### config.mk
export PLATFORM = sky130hd
export DESIGN_NAME = median_of_sample_set
export DESIGN_NICKNAME = d
export VERILOG_FILES = /design/src/hdl/mos_pkg.sv /design/src/hdl/median_of_sample_set.sv
export SDC_FILE = /design/constraint.sdc
export NUM_CORES = 1
export LEC_CHECK = 0
export ABC_AREA = 1
export BUFFER_PORTS_ARGS = -buffer_cell sky130_fd_sc_hd__buf_2
export CORE_ASPECT_RATIO = 1.25
export CORE_MARGIN = 5
export CORE_UTILIZATION = 50
export CTS_CLUSTER_SIZE = 8
export DETAILED_ROUTE_END_ITERATION = 16
export GPL_ROUTABILITY_DRIVEN = 0
export PLACE_DENSITY = 0.65
export SYNTH_ARGS = -nofsm -noshare
export SYNTH_HDL_FRONTEND = slang
export SYNTH_SLANG_ARGS = --single-unit
### constraint.sdc
create_clock -name clk -period 3.8 [get_ports clk]
set_clock_uncertainty 0.15 [all_clocks]
set_input_delay 0.38 -clock clk [delete_from_list [all_inputs] [get_ports clk]]
set_output_delay 0.38 -clock clk [all_outputs]
set_load 0.03 [all_outputs]
### src/hdl/mos_pkg.sv
// package: types and constants for the median of sample set block
package mos_pkg;
  localparam int MaxSamples = 64;
  localparam int AddrW = $clog2(MaxSamples);
  localparam int CntW = $clog2(MaxSamples + 1);

  typedef struct packed {
    logic signed [15:0] sample;
    logic               last;
  } in_item_t;

  typedef struct packed {
    logic signed [16:0] median_doubled;
    logic [6:0]         sample_count;
    logic               overflow;
  } out_item_t;

  typedef enum logic [2:0] {
    ST_IDLE,
    ST_SHIFT_RD,
    ST_SHIFT_WR,
    ST_MED_RD0,
    ST_MED_RD1,
    ST_MED_DONE
  } state_t;
endpackage

### src/hdl/median_of_sample_set.sv
// top level: median of a sample set, sorted store kept in a single-port ram
//
// channel | ports                        | transfer
// --------+------------------------------+------------------------------------
// input   | start, busy, in_item         | start high while busy low
// result  | out_valid, out_item          | one cycle strobe, cannot be stalled
//
// an item into an empty store is written directly and one into a full store is
// dropped; otherwise each held sample larger than it is shifted up by one
// read/write pair through the single ram port, and a last item then adds the
// median reads.
// reset clears count, drop flag and control; ram contents need no clearing.
// busy is high while an item is being placed or the median is read.
module median_of_sample_set (
  input  logic               clk,
  input  logic               rst_n,
  input  logic               start,
  output logic               busy,
  input  mos_pkg::in_item_t  in_item,
  output logic               out_valid,
  output mos_pkg::out_item_t out_item
);

  localparam int AW = mos_pkg::AddrW;
  localparam int CW = mos_pkg::CntW;

  // sorted store, one port, registered read
  logic signed [15:0] mem [mos_pkg::MaxSamples];
  logic               mem_we;
  logic [AW-1:0]      mem_addr;
  logic signed [15:0] mem_wdata;
  logic signed [15:0] mem_rdata_r;

  always_ff @(posedge clk) begin
    if (mem_we) begin
      mem[mem_addr] <= mem_wdata;
    end
    mem_rdata_r <= mem[mem_addr];
  end

  mos_pkg::state_t state_r, state_nxt;
  logic [CW-1:0]      count_r, count_nxt;      // samples held
  logic               drop_r, drop_nxt;
  logic [CW-1:0]      pos_r, pos_nxt;          // current hole during insertion
  logic signed [15:0] samp_r, samp_nxt;
  logic               last_r, last_nxt;
  logic signed [16:0] acc_r, acc_nxt;
  logic               out_valid_r, out_valid_nxt;
  mos_pkg::out_item_t out_r, out_nxt;

  logic [CW-1:0] mid;
  assign mid = count_r >> 1;

  always_ff @(posedge clk) begin
    if (!rst_n) begin
      state_r     <= mos_pkg::ST_IDLE;
      count_r     <= '0;
      drop_r      <= 1'b0;
      out_valid_r <= 1'b0;
    end else begin
      state_r     <= state_nxt;
      count_r     <= count_nxt;
      drop_r      <= drop_nxt;
      out_valid_r <= out_valid_nxt;
    end
    pos_r  <= pos_nxt;
    samp_r <= samp_nxt;
    last_r <= last_nxt;
    acc_r  <= acc_nxt;
    out_r  <= out_nxt;
  end

  always_comb begin
    state_nxt     = state_r;
    count_nxt     = count_r;
    drop_nxt      = drop_r;
    pos_nxt       = pos_r;
    samp_nxt      = samp_r;
    last_nxt      = last_r;
    acc_nxt       = acc_r;
    out_valid_nxt = 1'b0;
    out_nxt       = out_r;
    mem_we        = 1'b0;
    mem_addr      = pos_r[AW-1:0];
    mem_wdata     = samp_r;
    case (state_r)
      mos_pkg::ST_IDLE: begin
        if (start) begin
          samp_nxt = in_item.sample;
          last_nxt = in_item.last;
          pos_nxt  = count_r;
          if (count_r == CW'(mos_pkg::MaxSamples)) begin
            // store full: drop the sample
            drop_nxt = 1'b1;
            state_nxt = in_item.last ? mos_pkg::ST_MED_RD0 : mos_pkg::ST_IDLE;
          end else if (count_r == '0) begin
            mem_we    = 1'b1;
            mem_addr  = '0;
            mem_wdata = in_item.sample;
            count_nxt = count_r + 1'b1;
            state_nxt = in_item.last ? mos_pkg::ST_MED_RD0 : mos_pkg::ST_IDLE;
          end else begin
            // read the entry below the hole
            mem_addr  = AW'(count_r - 1'b1);
            state_nxt = mos_pkg::ST_SHIFT_RD;
          end
        end
      end
      mos_pkg::ST_SHIFT_RD: begin
        // mem_rdata_r holds entry pos-1
        if (mem_rdata_r > samp_r) begin
          mem_we    = 1'b1;
          mem_wdata = mem_rdata_r;
          pos_nxt   = pos_r - 1'b1;
          state_nxt = mos_pkg::ST_SHIFT_WR;
        end else begin
          mem_we    = 1'b1;
          count_nxt = count_r + 1'b1;
          state_nxt = last_r ? mos_pkg::ST_MED_RD0 : mos_pkg::ST_IDLE;
        end
      end
      mos_pkg::ST_SHIFT_WR: begin
        if (pos_r == '0) begin
          mem_we    = 1'b1;
          count_nxt = count_r + 1'b1;
          state_nxt = last_r ? mos_pkg::ST_MED_RD0 : mos_pkg::ST_IDLE;
        end else begin
          mem_addr  = AW'(pos_r - 1'b1);
          state_nxt = mos_pkg::ST_SHIFT_RD;
        end
      end
      mos_pkg::ST_MED_RD0: begin
        // odd count reads mid twice, even reads mid-1 then mid
        mem_addr  = count_r[0] ? AW'(mid) : AW'(mid - 1'b1);
        state_nxt = mos_pkg::ST_MED_RD1;
      end
      mos_pkg::ST_MED_RD1: begin
        mem_addr  = AW'(mid);
        acc_nxt   = 17'(mem_rdata_r);
        state_nxt = mos_pkg::ST_MED_DONE;
      end
      mos_pkg::ST_MED_DONE: begin
        out_nxt.median_doubled = acc_r + 17'(mem_rdata_r);
        out_nxt.sample_count   = 7'(count_r);
        out_nxt.overflow       = drop_r;
        out_valid_nxt = 1'b1;
        count_nxt = '0;
        drop_nxt  = 1'b0;
        state_nxt = mos_pkg::ST_IDLE;
      end
      default: state_nxt = mos_pkg::ST_IDLE;
    endcase
  end

  assign busy      = (state_r != mos_pkg::ST_IDLE);
  assign out_valid = out_valid_r;
  assign out_item  = out_r;

endmodule

## Word level (Yosys, flattened, before mapping)

Memories as Yosys holds them, arrays and structs flattened. A register that Yosys moved wholly into a read port is not among the register bits.
Cells that the tools add are included.

| storage, ports and cells | value |
|---|---|
| logic and storage cells | 81 |
| input bits | 20 |
| memories kept | 1 |
| output and inout bits | 27 |
| flip-flop bits (word level) | 77 |
| bits in writable memories | 1024 |

| cells by class | value |
|---|---|
| multiplexer cells | 39 |
| $lt $le $gt $ge | 1 |
| $add $sub $neg | 5 |
| eq/ne operators | 13 |
| reduce and logical (&&, ||, !) cells | 11 |

Memories:

| name | depth | bits a word | rd ports | clocked after Yosys merged registers in | write ports | RTL line | text |
|---|---|---|---|---|---|---|---|
| mem | 64 | 16 | 1 | 1 | 1 | median_of_sample_set.sv:28 | `logic signed [15:0] mem [mos_pkg::MaxSamples];` |

Operators with widths:

| cell | number |
|---|---|
| 2-to-1 mux 16 bit | 4 |
| 2-to-1 mux 7 bit | 7 |
| one-hot mux 16 bit (2 select lines) | 1 |
| 2-to-1 mux 6 bit | 5 |
| one-hot mux 7 bit (4 select lines) | 1 |
| one-hot mux 6 bit (4 select lines) | 1 |
| adder 16 x 16 -> 17 bit | 1 |
| > comparator 16 bit | 1 |
| one-hot mux 3 bit (5 select lines) | 1 |
| zero test 7 bit | 2 |
| inequality test 2 bit (second input constant) | 7 |
| one-hot mux 7 bit (2 select lines) | 1 |
| 2-to-1 mux 2 bit | 6 |
| subtractor 6 x 1 -> 6 bit (second input constant) | 2 |
| 2-to-1 mux 1 bit | 9 |
| adder 7 x 1 -> 7 bit (second input constant) | 1 |
| equality test 7 bit (second input constant) | 1 |
| subtractor 7 x 1 -> 7 bit (second input constant) | 1 |
| equality test 3 x 2 -> 1 bit (second input constant) | 2 |
| equality test 3 bit (second input constant) | 2 |
| AND reduction 3 bit | 2 |
| AND reduction 6 bit | 1 |
| nonzero test 2 bit | 2 |
| nonzero test 4 bit | 1 |
| 7 further kinds | 7 |

## Depth between registers and ports, before layout

| logic depth | value |
|---|---|
| word-level depth | 7 |
| gate-level depth with buffers | 20 |
| gate-level depth less buffers | 18 |

## Worst setup path before layout

No wires, ideal clock.

| timing path | value |
|---|---|
| path type | register to register |
| start | register state_r[0] |
| end | memory mem[0][11] (data pin) |
| period minus slack after synthesis | 3478 ps |
| arrival time | 2727 ps |
| slack | 322 ps |
| stages on the path, launching flop included | 10 |
| cell sequence | dfxtp_1 nor2_4 nand2_4 nor2_4 inv_2 nor2_1 inv_1 clkbuf_1 nand3_1 nand3_1 |

| on the way | value |
|---|---|
| longest elaborated chain between the ends | 2 |
| elaborated cells between the ends (all ways) | 3 |
| those cells by class | eq/ne (1); mux (1); reduce/logical (1) |

RTL lines:

| what | RTL line | text |
|---|---|---|
| from (decl) | median_of_sample_set.sv:41 | `mos_pkg::state_t state_r, state_nxt;` |
| from (signal assigned) | median_of_sample_set.sv:56 | `state_r <= mos_pkg::ST_IDLE;` |
| from (signal assigned) | median_of_sample_set.sv:61 | `state_r <= state_nxt;` |
| equality test 3 x 1 -> 1 bit / zero test 3 bit (equally long branches) | median_of_sample_set.sv:86 | `case (state_r)` |
| one-hot mux 16 bit (2 select lines) * | median_of_sample_set.sv:86 |  |
| via mem_wdata[11] | median_of_sample_set.sv:31 | `logic signed [15:0] mem_wdata;` |
| to (decl) | median_of_sample_set.sv:28 |  |

The timed path passes the listed nets; every way through them passes the cells marked *.

## Worst setup path after layout

| timing path | value |
|---|---|
| start | register pos_r[1] |
| end | register mem_rdata_r[13], read port of mem |

| on the way | value |
|---|---|
| longest elaborated chain between the ends | 3 |
| elaborated cells between the ends (all ways) | 6 |
| those cells by class | add/sub (1); mux (4); reduce/logical (1) |

RTL lines:

| what | RTL line | text |
|---|---|---|
| from (decl) | median_of_sample_set.sv:44 | `logic [CW-1:0] pos_r, pos_nxt;` |
| from (signal assigned) | median_of_sample_set.sv:66 | `pos_r <= pos_nxt;` |
| subtractor 7 x 1 -> 7 bit (tied with other cells) | median_of_sample_set.sv:128 | `mem_addr = AW'(pos_r - 1'b1);` |
| 2-to-1 mux 6 bit, on equally long branches | median_of_sample_set.sv:123, median_of_sample_set.sv:88 |  |
| one-hot mux 6 bit (4 select lines) * | median_of_sample_set.sv:86 |  |
| to (decl) | median_of_sample_set.sv:32 | `logic signed [15:0] mem_rdata_r;` |

Every way passes the cells marked *; elsewhere a longest branch is shown, timed or not.
A chain may end at the register's enable or synchronous reset.

==> run_results.csv <==
group,metric,value,unit
critical_path,r2r_end,"mem_rdata_r[13]",
die,start_util,50.3,%
final_layout,synthToLayoutAreaGrowth,17.1,%
timing,fin_ws,0.173,ns
cts,cts_num_sinks,1117,
placement,numPortBuffers,46,
final_layout,n_fill_cell,7557,
route,ant_nets,0,
yosys,synth_top_family_by_area,"simple AND/OR/NAND/NOR gates",
cts,worstSkewPairLatency,0.77,ns
timing,slew_violations,0,
route,firstDrtPassIters,6,
yosys,synthTopCellsByArea,"edfxtp_1, nand2_1, nand3_1",
yosys,synth_edf_count,1089,
final_layout,drive_gt1_share,10.9,%
yosys,synth_compound_area_share,2.64,%
outcome,status,"finished clean",
grt,grt_pass1_wl,197,mm
yosys,synthTopCellsByCount,"nand2_1, edfxtp_1, nand3_1",
yosys,synth.most_common_cell,"nand2_1",
critical_path,endpoint_kind,"flip-flop",
final_layout,nets,4767,
timing,hold_viol,0,
yosys,postSynthCellCount,4481,
cts,numCtsBuffers,157,
die,row_count,126,
grt,grtUsageMet2,40.4,%
die,coreArea,0.0944,mm2
yosys,synth_ff_type,"edfxtp_1",
critical_path,path_class,"flip-flop to flip-flop",
placement,hpwl,78.7,mm
timing,worst_slew_pin_slew,0.737,ns
timing,finalCriticalPeriod,3.63,ns
grt,use_met1,34.7,%
timing,relSlewSlack,50.9,%
die,ios,47,
yosys,synth_top_area_cell,"edfxtp_1",
yosys,netlist_area,0.0475,mm2
route,routedWlPerCell,21.8,um
final_layout,final_core_util,58.9,%
critical_path,reg2reg_from,"pos_r[1]",
yosys,synth-async-reset-ratio,0,%
critical_path,cpMostUsedCell,"nand2_1",
yosys,ys_ff_latch,1117,
critical_path,path_max_fanout,45,
critical_path,r2r.worst_path.cells,20,
grt,grt_use_met3,4.82,%
yosys,yosys-mux-area-fraction,0,%
cts,clock_path_buffers,3,
route,drc_errors,0,
route,routed_wl,131,mm
hold_path,worst_hold_path_type,"input port to flip-flop",
cts,htree_levels,4,
timing,period_share,95.4,%
timing,setup_viol,0,
yosys,synth-simple-area-share,23.0,%
yosys,syn_area_per_cell,10.6,um2
route,vias_per_cell,5.53,
yosys,synth-seq-area-share,70.0,%
cts,clk_pin_slew_worst_paths,0.05,ns
cts,cts_tree,"built",
critical_path,critical_path.max_stage_delay,0.38,ns
timing,setup_tns,0,ns
die,fp.dieW,286,um
placement,place_ws,-0.0974,ns
route,vias,33100,
grt,grt_pass1_vias,31900,
grt,antenna_found_initial,2,
final_layout,antenna_cells,0,
yosys,synth_cell_types,40,
yosys,synth_adder_area_share,1.04,%
critical_path,cp_slowest_cell,"edfxtp_1",
die,dieArea,0.101,mm2
yosys,synth_warnings,0,
critical_path,crit_chain,"inv_1, ha_1, nand2_1, nor2_4, nand2_1, nor2_1, nor2_1, buf_4, nand2_8, nand2_8, buf_12, buf_12, nand2_1, nand2_1, nand2_1, nand2_1, o21ai_1, nand2_2, nor2_2, nand2_1",
yosys,syn_nets,4540,
cts,post_cts_buffers,0,
grt,grtUsageTotal,25.6,%
yosys,synth_top_area_share,68.9,%
grt,grt-busiest-layer,"met2",
hold_path,min_to,"samp_r[0]",
yosys,synth_xor_area_share,0.461,%
grt,overflow,0,
critical_path,start_kind,"flip-flop",
timing,rsz0062_at_grt,"false",
cts,cts_root_buf,"clkbuf_16",
critical_path,required,4.29,ns
critical_path,reg2reg_slack,0.17,ns
hold_path,hold_path_depth,2,
die,die_height,355,um
timing,fmax,0.276,GHz
run,maxCapViolCount,0,
route,initialDrtViolationCount,3214,
grt,grt_max_degree,139,
critical_path,cp.arrival,4.12,ns
hold_path,holdCritStartpoint,"in_item[1]",
## registers in the layout, summed over array words and instances, names as in the netlist, 3 cells and up
register,cells
mem,1024
count_r,7
samp_r,16
state_r,3
out_item,25
mem_rdata_r,16
pos_r,7
acc_r,16
## worst max-delay path by stage
stage,from,to,slack [ns],cells after the start
floorplan,state_r[0],mem[0][11],0.32,9
global placement,pos_r[1],mem_rdata_r[4],-0.1,20
detailed placement,pos_r[1],mem_rdata_r[4],-0.1,20
CTS,pos_r[1],mem_rdata_r[8],0.006,20
global route,pos_r[1],mem_rdata_r[5],0.005,21
finish,pos_r[1],mem_rdata_r[13],0.17,20
## cell usage in the layout (no fill, tap or decap), drive strengths merged, types with 28 or more instances in the layout
master and count:
nor2 162, a21oi 51, ha 38, edfxtp 1089
dfxtp 28, nand3 336, buf 265, inv 86
o21ai 170, nand2 2251, clkbuf 213
## metrics by stage
step           area, um2  instances  hold WS, ns
2_1_floorplan      47500       4481        0.253
3_3_place_gp       51000       5745        0.289
3_5_place_dp       51000       5745        0.288
4_1_cts            55500       5991        0.171
5_1_grt            55600       5992        0.200
6_report           55600       5992        0.222
## worst max-delay path, delay by kind of cell (launching register included)
kind                       cells  cell delay, ns
and+or+nand+nor               14            1.71
buffers and inverters          4            0.72
DFF                            1            0.38
AOI/OAI and AO/OA              1            0.28
adders and majority gates      1            0.21
## cell type report
| type | instances | area [um2] | area share (%) |
|---|---|---|---|
| clock buffer | 213 | 4180 | 7.52 |
| clock inverter | 14 | 169 | 0.304 |
| inverter | 79 | 299 | 0.538 |
| multi-input combinational | 3069 | 13300 | 23.8 |
| sequential | 1117 | 33300 | 59.8 |
| tap | 1216 | 1520 | 2.74 |
| timing repair buffer | 284 | 2930 | 5.26 |
## routing by layer
metal | up-vias | routed length (um)
met3 | 282 | 10700
met4 | 0 | 6400
met1 | 15900 | 52500
met2 | 1406 | 61100
met5 | - | 0
li1 | 15500 | -
## cells by family (layout without fill, tap and decap cells)
logic type | count (synthesis) | after routing
simple gates | 2764 | 2765
flops | 1117 | 1117
buf+inv | 296 | 590
compound gates | 240 | 240
fa+ha+maj | 39 | 39
xor+xnor | 25 | 25
## repair_timing
action,CTS,global route
endpoints found under the setup margin,4,171
hold endpoints to repair,40,0
resized for setup,5,20
hold buffers,19,0
cloned,0,1
Power is left out: the tool's default activity adds up to more than one toggle a clock period on the data nets, which glitch-free logic cannot reach.
